$ cat config.mk
export PLATFORM = sky130hd
export DESIGN_NAME = first_fit_block_allocator
export DESIGN_NICKNAME = d
export VERILOG_FILES = /design/src/rtl/core/ffba_pkg.sv /design/src/rtl/core/first_fit_block_allocator.sv
export SDC_FILE = /design/constraint.sdc
export NUM_CORES = 2
export LEC_CHECK = 0
export ABC_AREA = 0
export BUFFER_PORTS_ARGS = -buffer_cell sky130_fd_sc_hd__clkbuf_2
export CAP_MARGIN = 20
export CELL_PAD_IN_SITES_DETAIL_PLACEMENT = 1
export CELL_PAD_IN_SITES_GLOBAL_PLACEMENT = 2
export CORE_UTILIZATION = 48
export DETAILED_ROUTE_END_ITERATION = 8
export GPL_TIMING_DRIVEN = 0
export PLACE_DENSITY = 0.81
export SETUP_SLACK_MARGIN = 0.2
export SLEW_MARGIN = 20
export SYNTH_ARGS = -nofsm -noshare
export SYNTH_HDL_FRONTEND = slang
export SYNTH_SLANG_ARGS = --single-unit
$ cat constraint.sdc
create_clock -name clk -period 18.35 [get_ports clk]
set_input_delay 1.835 -clock clk [delete_from_list [all_inputs] [get_ports clk]]
set_output_delay 1.835 -clock clk [all_outputs]
set_load 0.02 [all_outputs]
$ cat src/rtl/core/ffba_pkg.sv
`timescale 1ns / 1ps
package ffba_pkg;
  typedef enum logic [1:0] {
    ST_DONE    = 2'd0,
    ST_NO_FIT  = 2'd1,
    ST_BAD_HDL = 2'd2
  } status_t;

  typedef enum logic [3:0] {
    S_IDLE,
    S_ARD,
    S_ACHK,
    S_SPLIT,
    S_FRD,
    S_FCHK,
    S_SHIFT,
    S_OUT
  } state_t;

  localparam logic ACT_ALLOC = 1'b0;
  localparam logic ACT_FREE  = 1'b1;
endpackage

$ cat src/rtl/core/first_fit_block_allocator.sv
`timescale 1ns / 1ps
// Channel | Direction | Ports
// in      | input     | in_valid, in_stall, in_action, in_req_size, in_handle
// out     | output    | out_valid, out_stall, out_status, out_block_handle,
//         |           | out_payload_start, out_payload_end, out_free_bytes
// A transaction is accepted; then each table entry visited is read, then checked;
// each entry moved by a split or a merge is read, then written, and each split or
// removal ends with a closing step; finally the result is presented.
// The longest transaction is a free that merges on both sides.
// rst_n is synchronous, active low; it restores one free block spanning the buffer.
// The input is stalled from the accept until the result is taken; a stalled result holds.
module first_fit_block_allocator #(
  parameter int BUF_BYTES    = 4096,
  parameter int HEADER_BYTES = 8,
  parameter int MAX_BLOCKS   = 64
) (
  input  logic        clk,
  input  logic        rst_n,
  input  logic        in_valid,
  output logic        in_stall,
  input  logic        in_action,
  input  logic [12:0] in_req_size,
  input  logic [11:0] in_handle,
  output logic        out_valid,
  input  logic        out_stall,
  output logic [1:0]  out_status,
  output logic [11:0] out_block_handle,
  output logic [12:0] out_payload_start,
  output logic [12:0] out_payload_end,
  output logic [12:0] out_free_bytes
);
  localparam int IW = $clog2(MAX_BLOCKS);
  localparam int CW = $clog2(MAX_BLOCKS + 1);
  localparam int AW = $clog2(BUF_BYTES + 1) + 1;
  localparam logic [AW-1:0] BUF_A = AW'(BUF_BYTES);
  localparam logic [AW-1:0] HDR_A = AW'(HEADER_BYTES);

  // block table: start offsets and used marks, kept in address order
  logic [AW-1:0] start_r [MAX_BLOCKS];
  logic          used_r  [MAX_BLOCKS];
  logic [CW-1:0] cnt_r;
  logic [AW-1:0] free_r;

  ffba_pkg::state_t  st_r, st_nxt;
  logic [IW-1:0]     i_r;
  logic              act_r;
  logic [AW-1:0]     size_r;
  logic [11:0]       hdl_r;
  ffba_pkg::status_t stat_r;
  logic [AW-1:0]     bh_r;
  logic              prev_used_r;  // used mark of entry i-1 during a free scan
  // table move bookkeeping
  logic [IW-1:0] j_r;
  logic          ph_r;      // 0 reads the entry to move, 1 writes it
  logic          rem_r;     // a second removal is pending
  logic [IW-1:0] rm2_r;
  // registered table reads: port a at ra, port b at rb
  logic [IW-1:0] ra, rb;
  logic [AW-1:0] qa_start_r, qb_start_r;
  logic          qa_used_r, qb_used_r;
  // table write port
  logic          we;
  logic [IW-1:0] wa;
  logic [AW-1:0] wd_start;
  logic          wd_used;
  logic [AW-1:0] end_s, span, pay;
  logic          last, fit, do_split, hit, mrg_hi, mrg_lo;
  logic          split_done, shift_end, alloc_ok;

  // shared datapath: end and payload of entry i from the registered reads
  assign last       = (CW'(i_r) + 1'b1) >= cnt_r;
  assign end_s      = last ? BUF_A : qb_start_r;
  assign span       = end_s - qa_start_r;
  assign pay        = (span >= HDR_A) ? span - HDR_A : '0;
  assign fit        = !qa_used_r && (pay >= size_r);
  assign do_split   = ((pay - size_r) > HDR_A) && (cnt_r < CW'(MAX_BLOCKS));
  assign hit        = (qa_start_r == AW'(hdl_r));
  assign mrg_hi     = !last && !qb_used_r;
  assign mrg_lo     = (i_r != '0) && !prev_used_r;
  assign split_done = (j_r == IW'(i_r + 1'b1));
  assign shift_end  = (CW'(j_r) + 1'b1) >= cnt_r;
  assign alloc_ok   = (act_r == ffba_pkg::ACT_ALLOC) && (stat_r == ffba_pkg::ST_DONE);

  assign out_status        = stat_r;
  assign out_block_handle  = bh_r[11:0];
  assign out_payload_start = alloc_ok ? 13'(bh_r + HDR_A) : '0;
  assign out_payload_end   = alloc_ok ? 13'(bh_r + HDR_A + size_r) : '0;
  assign out_free_bytes    = free_r[12:0];

  always_comb begin
    st_nxt = st_r;
    unique case (st_r)
      ffba_pkg::S_IDLE: begin
        if (in_valid)
          st_nxt = (in_action == ffba_pkg::ACT_ALLOC) ? ffba_pkg::S_ARD : ffba_pkg::S_FRD;
      end
      ffba_pkg::S_ARD: st_nxt = ffba_pkg::S_ACHK;
      ffba_pkg::S_ACHK: begin
        if (fit) st_nxt = do_split ? ffba_pkg::S_SPLIT : ffba_pkg::S_OUT;
        else st_nxt = last ? ffba_pkg::S_OUT : ffba_pkg::S_ARD;
      end
      ffba_pkg::S_SPLIT: if (!ph_r && split_done) st_nxt = ffba_pkg::S_OUT;
      ffba_pkg::S_FRD: st_nxt = ffba_pkg::S_FCHK;
      ffba_pkg::S_FCHK: begin
        if (hit)
          st_nxt = (qa_used_r && (mrg_hi || mrg_lo)) ? ffba_pkg::S_SHIFT : ffba_pkg::S_OUT;
        else
          st_nxt = last ? ffba_pkg::S_OUT : ffba_pkg::S_FRD;
      end
      ffba_pkg::S_SHIFT: if (!ph_r && shift_end && !rem_r) st_nxt = ffba_pkg::S_OUT;
      ffba_pkg::S_OUT: if (!out_stall) st_nxt = ffba_pkg::S_IDLE;
      default: st_nxt = ffba_pkg::S_IDLE;
    endcase
  end

  // handshake outputs and table port controls
  always_comb begin
    in_stall  = (st_r != ffba_pkg::S_IDLE);
    out_valid = (st_r == ffba_pkg::S_OUT);
    ra        = i_r;
    rb        = IW'(i_r + 1'b1);
    we        = 1'b0;
    wa        = i_r;
    wd_start  = qa_start_r;
    wd_used   = qa_used_r;
    unique case (st_r)
      ffba_pkg::S_ACHK: begin
        we      = fit;
        wd_used = 1'b1;
      end
      ffba_pkg::S_FCHK: begin
        we      = hit && qa_used_r;
        wd_used = 1'b0;
      end
      ffba_pkg::S_SPLIT: begin
        // move entries up one slot from the top down to i+1
        ra = IW'(j_r - 1'b1);
        wa = j_r;
        if (ph_r) begin
          we = 1'b1;
        end else if (split_done) begin
          we       = 1'b1;
          wd_start = bh_r + HDR_A + size_r;
          wd_used  = 1'b0;
        end
      end
      ffba_pkg::S_SHIFT: begin
        // drop entry by moving the upper ones down one slot
        ra = IW'(j_r + 1'b1);
        wa = j_r;
        we = ph_r;
      end
      default: ;
    endcase
  end

  always_ff @(posedge clk) begin
    if (!rst_n) begin
      start_r[0] <= '0;
      used_r[0]  <= 1'b0;
    end else if (we) begin
      start_r[wa] <= wd_start;
      used_r[wa]  <= wd_used;
    end
  end

  always_ff @(posedge clk) begin
    qa_start_r <= start_r[ra];
    qa_used_r  <= used_r[ra];
    qb_start_r <= start_r[rb];
    qb_used_r  <= used_r[rb];
  end

  always_ff @(posedge clk) begin
    if (!rst_n) begin
      st_r   <= ffba_pkg::S_IDLE;
      cnt_r  <= CW'(1);
      free_r <= BUF_A - HDR_A;
      i_r    <= '0;
      j_r    <= '0;
      ph_r   <= 1'b0;
      rem_r  <= 1'b0;
    end else begin
      st_r <= st_nxt;
      unique case (st_r)
        ffba_pkg::S_IDLE: if (in_valid) begin
          act_r  <= in_action;
          size_r <= AW'(in_req_size);
          hdl_r  <= in_handle;
          i_r    <= '0;
          bh_r   <= '0;
          ph_r   <= 1'b0;
        end
        ffba_pkg::S_ACHK: begin
          if (fit) begin
            stat_r <= ffba_pkg::ST_DONE;
            bh_r   <= qa_start_r;
            if (do_split) begin
              free_r <= free_r - HDR_A - size_r;
              j_r    <= IW'(cnt_r);
            end else begin
              free_r <= free_r - pay;
            end
          end else if (last) begin
            stat_r <= ffba_pkg::ST_NO_FIT;
          end else begin
            i_r <= i_r + 1'b1;
          end
        end
        ffba_pkg::S_SPLIT: begin
          if (!ph_r) begin
            if (split_done) cnt_r <= cnt_r + 1'b1;
            else ph_r <= 1'b1;
          end else begin
            j_r  <= j_r - 1'b1;
            ph_r <= 1'b0;
          end
        end
        ffba_pkg::S_FCHK: begin
          if (hit) begin
            if (qa_used_r) begin
              stat_r <= ffba_pkg::ST_DONE;
              free_r <= free_r + pay + (mrg_hi ? HDR_A : '0) + (mrg_lo ? HDR_A : '0);
              // remove the upper neighbor first, then this entry into the lower one
              j_r    <= mrg_hi ? IW'(i_r + 1'b1) : i_r;
              rm2_r  <= i_r;
              rem_r  <= mrg_hi && mrg_lo;
            end else begin
              stat_r <= ffba_pkg::ST_BAD_HDL;
            end
          end else if (last) begin
            stat_r <= ffba_pkg::ST_BAD_HDL;
          end else begin
            prev_used_r <= qa_used_r;
            i_r <= i_r + 1'b1;
          end
        end
        ffba_pkg::S_SHIFT: begin
          if (!ph_r) begin
            if (shift_end) begin
              cnt_r <= cnt_r - 1'b1;
              if (rem_r) begin
                rem_r <= 1'b0;
                j_r   <= rm2_r;
              end
            end else begin
              ph_r <= 1'b1;
            end
          end else begin
            j_r  <= j_r + 1'b1;
            ph_r <= 1'b0;
          end
        end
        default: ;
      endcase
    end
  end
endmodule

==> run_results.csv <==
group,metric,value,unit
logic_synthesis,ys_types,83,
setup_path,critPathKind,"reg -> reg",
finish,nets,3910,
floorplan,die_y,340.6,µm
finish,drive_gt1_share,27.60,%
run_status,status,"finished, final reports clean",
finish,layout_common_cells,"1009 x edfxtp_1, 540 x mux4_2, 248 x nand2_1",
logic_synthesis,synth_cells,3445,
setup_path,cp_slowest_cell,"xnor2_2",
setup_path,crit_path_max_fanout,10,
setup_path,required,18.78,ns
job,drv_cap,0,
floorplan,core,113100,µm²
global_routing,grt-ovfl-total,0,
global_routing,grt-busiest-layer,"met2",
floorplan,io_pins,85,
setup_path,slowest_delay,0.71,ns
global_routing,grt_usage,32.68,%
timing,fin_hold_ws,0.4354,ns
logic_synthesis,synth.ff_latch_count,1076,
finish,nFillCells,10530,
detailed_routing,drt_first_pass_iters,5,
global_routing,gr-usage-met2,51.31,%
floorplan,initial_utilization,48.65,%
cts,ctsHoldBuffers,0,
detailed_routing,wl,188700,µm
logic_synthesis,async_flop_share,0,%
timing,fmax,0.07691,GHz
global_routing,grt.met3_usage,6.038,%
detailed_routing,wl_per_cell,35.35,µm
global_routing,antenna_found_initial,9,
power,max-vdd-ir-drop,0.0001003,V
cts,clock_latency,0.74,ns
logic_synthesis,avgSynthCellArea,15.98,µm²
finish,layout_commonest_cell,"edfxtp_1",
placed_design,dpl.hpwl,142900,µm
floorplan,die_area,116000,µm²
timing,tightest_slew,1.311,ns
timing,finalCriticalPeriod,13.00,ns
cts,ctsResizeCount,0,
detailed_routing,drcViolationCount,0,
logic_synthesis,synth_nets,3613,
cts,cts_buffer_depth,3,
setup_path,crit_arrival,13.43,ns
timing,slew-limit-headroom,11.98,%
cts,cts_tree,"built",
floorplan,die_width,340.6,µm
finish,seq_area,31640,µm²
global_routing,grt_pass1_vias,37260,
cts,cts_buffers,114,
placed_design,pre_cts_slack,4.923,ns
placed_design,place_congestion,0.9837,
cts,clkTransAtPathRegs,0.07,ns
logic_synthesis,synth_flop_cell,"edfxtp_1",
detailed_routing,drtIter0Drc,4760,
logic_synthesis,synth_edf_count,1009,
setup_path,cpMostUsedCell,"ha_1",
cts,ctsHtreeMaxLevel,3,
global_routing,use_met1,44.19,%
logic_synthesis,ys_warn_count,0,
hold_path,hold_path_class,"reg -> reg",
timing,finalSetupViolations,0,
cts,cts-root-buf,"clkbuf_16",
floorplan,rows,123,
setup_path,cp-start-kind,"register",
timing,final.setup.worst_slack,5.349,ns
logic_synthesis,netlist_area,55040,µm²
detailed_routing,num_vias,36110,
power,p_leak,21.07,nW
timing,slew_viol_final,0,
timing,period_share,70.85,%
logic_synthesis,ys_seq_area_share,57.49,%
global_routing,grt_max_degree,57,
cts,postCtsSetupBuffers,0,
finish,multi_input_area,22250,µm²
setup_path,end_kind,"register",
finish,syn2layout_area_growth,13.68,%
timing,tns,0,ns
timing,hold_violations,0,
timing,fin_skew,0.04912,ns
placed_design,portBuffers,83,
detailed_routing,vias_per_cell,6.768,
global_routing,grt_pass1_wl,269800,µm
detailed_routing,ant_nets,0,
setup_path,reg2reg_slack,5.35,ns
timing,rsz0062_at_grt,"false",
cts,cts.sinks,1076,
power,power,0.008317,W
power,pwr_density_cell,132.9,nW/µm²
[final timing paths]
check	from	end	cells after the start
max	i_r[1]	start_r[39][11]	37
min	i_r[5]	rm2_r[5]	0
max reg2reg	i_r[1]	start_r[39][11]	37
min reg2reg	i_r[5]	rm2_r[5]	0
[flip-flops by register name, indices dropped and copies added (netlist names)]
register,cells
cnt_r,7
bh_r,14
qa_start_r,14
j_r,6
size_r,13
st_r,3
qb_start_r,14
out_status,2
qb_used_r,1
start_r,896
i_r,6
ph_r,1
act_r,1
prev_used_r,1
rm2_r,6
free_r,13
rem_r,1
qa_used_r,1
hdl_r,12
used_r,64
[metal layers]
layer / routed length, µm / vias up
li1: - / 14550
met1: 72010 / 19020
met2: 88120 / 2131
met3: 17820 / 407
met4: 10680 / 4
met5: 27 / -
[critical path, delay by kind of cell, from the launching register on]
| family | cells | cell delay (ns) |
|---|---|---|
| xor+xnor | 2 | 1.18 |
| fa+ha+maj | 4 | 1.14 |
| flops | 1 | 0.47 |
| buf+inv | 10 | 3.53 |
| compound gates | 11 | 3.19 |
| simple gates | 10 | 3.13 |
[Yosys cell counts (13+ instances only)]
| master | instances | area share, % |
|---|---|---|
| nor2b_1 | 17 | 0.19 |
| a21oi_1 | 103 | 0.94 |
| buf_2 | 29 | 0.26 |
| xor2_1 | 31 | 0.49 |
| a211oi_1 | 83 | 1.1 |
| edfxtp_1 | 1009 | 55 |
| buf_1 | 17 | 0.12 |
| a311oi_1 | 31 | 0.49 |
| clkbuf_1 | 174 | 1.2 |
| a21o_1 | 24 | 0.33 |
| mux2i_1 | 42 | 0.76 |
| ha_1 | 130 | 3.0 |
| nor3_1 | 39 | 0.35 |
| buf_4 | 14 | 0.19 |
| xnor2_1 | 77 | 1.2 |
| and2_1 | 90 | 1.0 |
| nand2_1 | 248 | 1.7 |
| nor2_1 | 153 | 1.0 |
| a31oi_1 | 61 | 0.69 |
| or2_2 | 21 | 0.24 |
| nand4_1 | 13 | 0.15 |
| o21ai_0 | 49 | 0.45 |
| dfxtp_1 | 67 | 2.4 |
| nand2b_1 | 20 | 0.23 |
| and3_1 | 46 | 0.52 |
| nand3_1 | 33 | 0.30 |
| mux4_2 | 540 | 22 |
| inv_1 | 120 | 0.82 |
[cell families after synthesis]
logic type               count (synthesis)  share of synthesized area (%)
adder cells (fa/ha/maj)                138                          3.246
XOR/XNOR                               109                          1.748
flip-flops                            1076                          57.49
AO/OA/AOI/OAI                          457                          5.629
AND/OR/NAND/NOR                        723                          6.343
multiplexers                           583                          22.88
buffers and inverters                  359                          2.660
[per-stage QoR]
step	util, %	cell area (µm²)	instances
final	55.31	62570	5336
after global routing	55.31	62560	5334
after CTS	55.26	62510	5331
after detailed placement	52.06	58880	5123
after global placement	50.68	57330	5028
after floorplan	-	55040	3445
[layout make-up]
cell class                      instances  share of cell area [%]
Multi-Input combinational cell       2010                   35.57
Inverter                              121                  0.7259
Clock inverter                         67                   1.008
Antenna cell                            2                0.007999
Timing Repair Buffer                  181                   2.688
Sequential cell                      1076                   50.57
Buffer                                238                   1.640
Tap cell                             1500                   3.000
Clock buffer                          141                   4.790
[where the power goes]
part,switching (W),total (W),internal (W)
logic,0.00194,0.00323,0.00129
registers,0.0000730,0.00281,0.00273
clock network,0.000999,0.00228,0.00128
(Power assumes the default switching activity.)
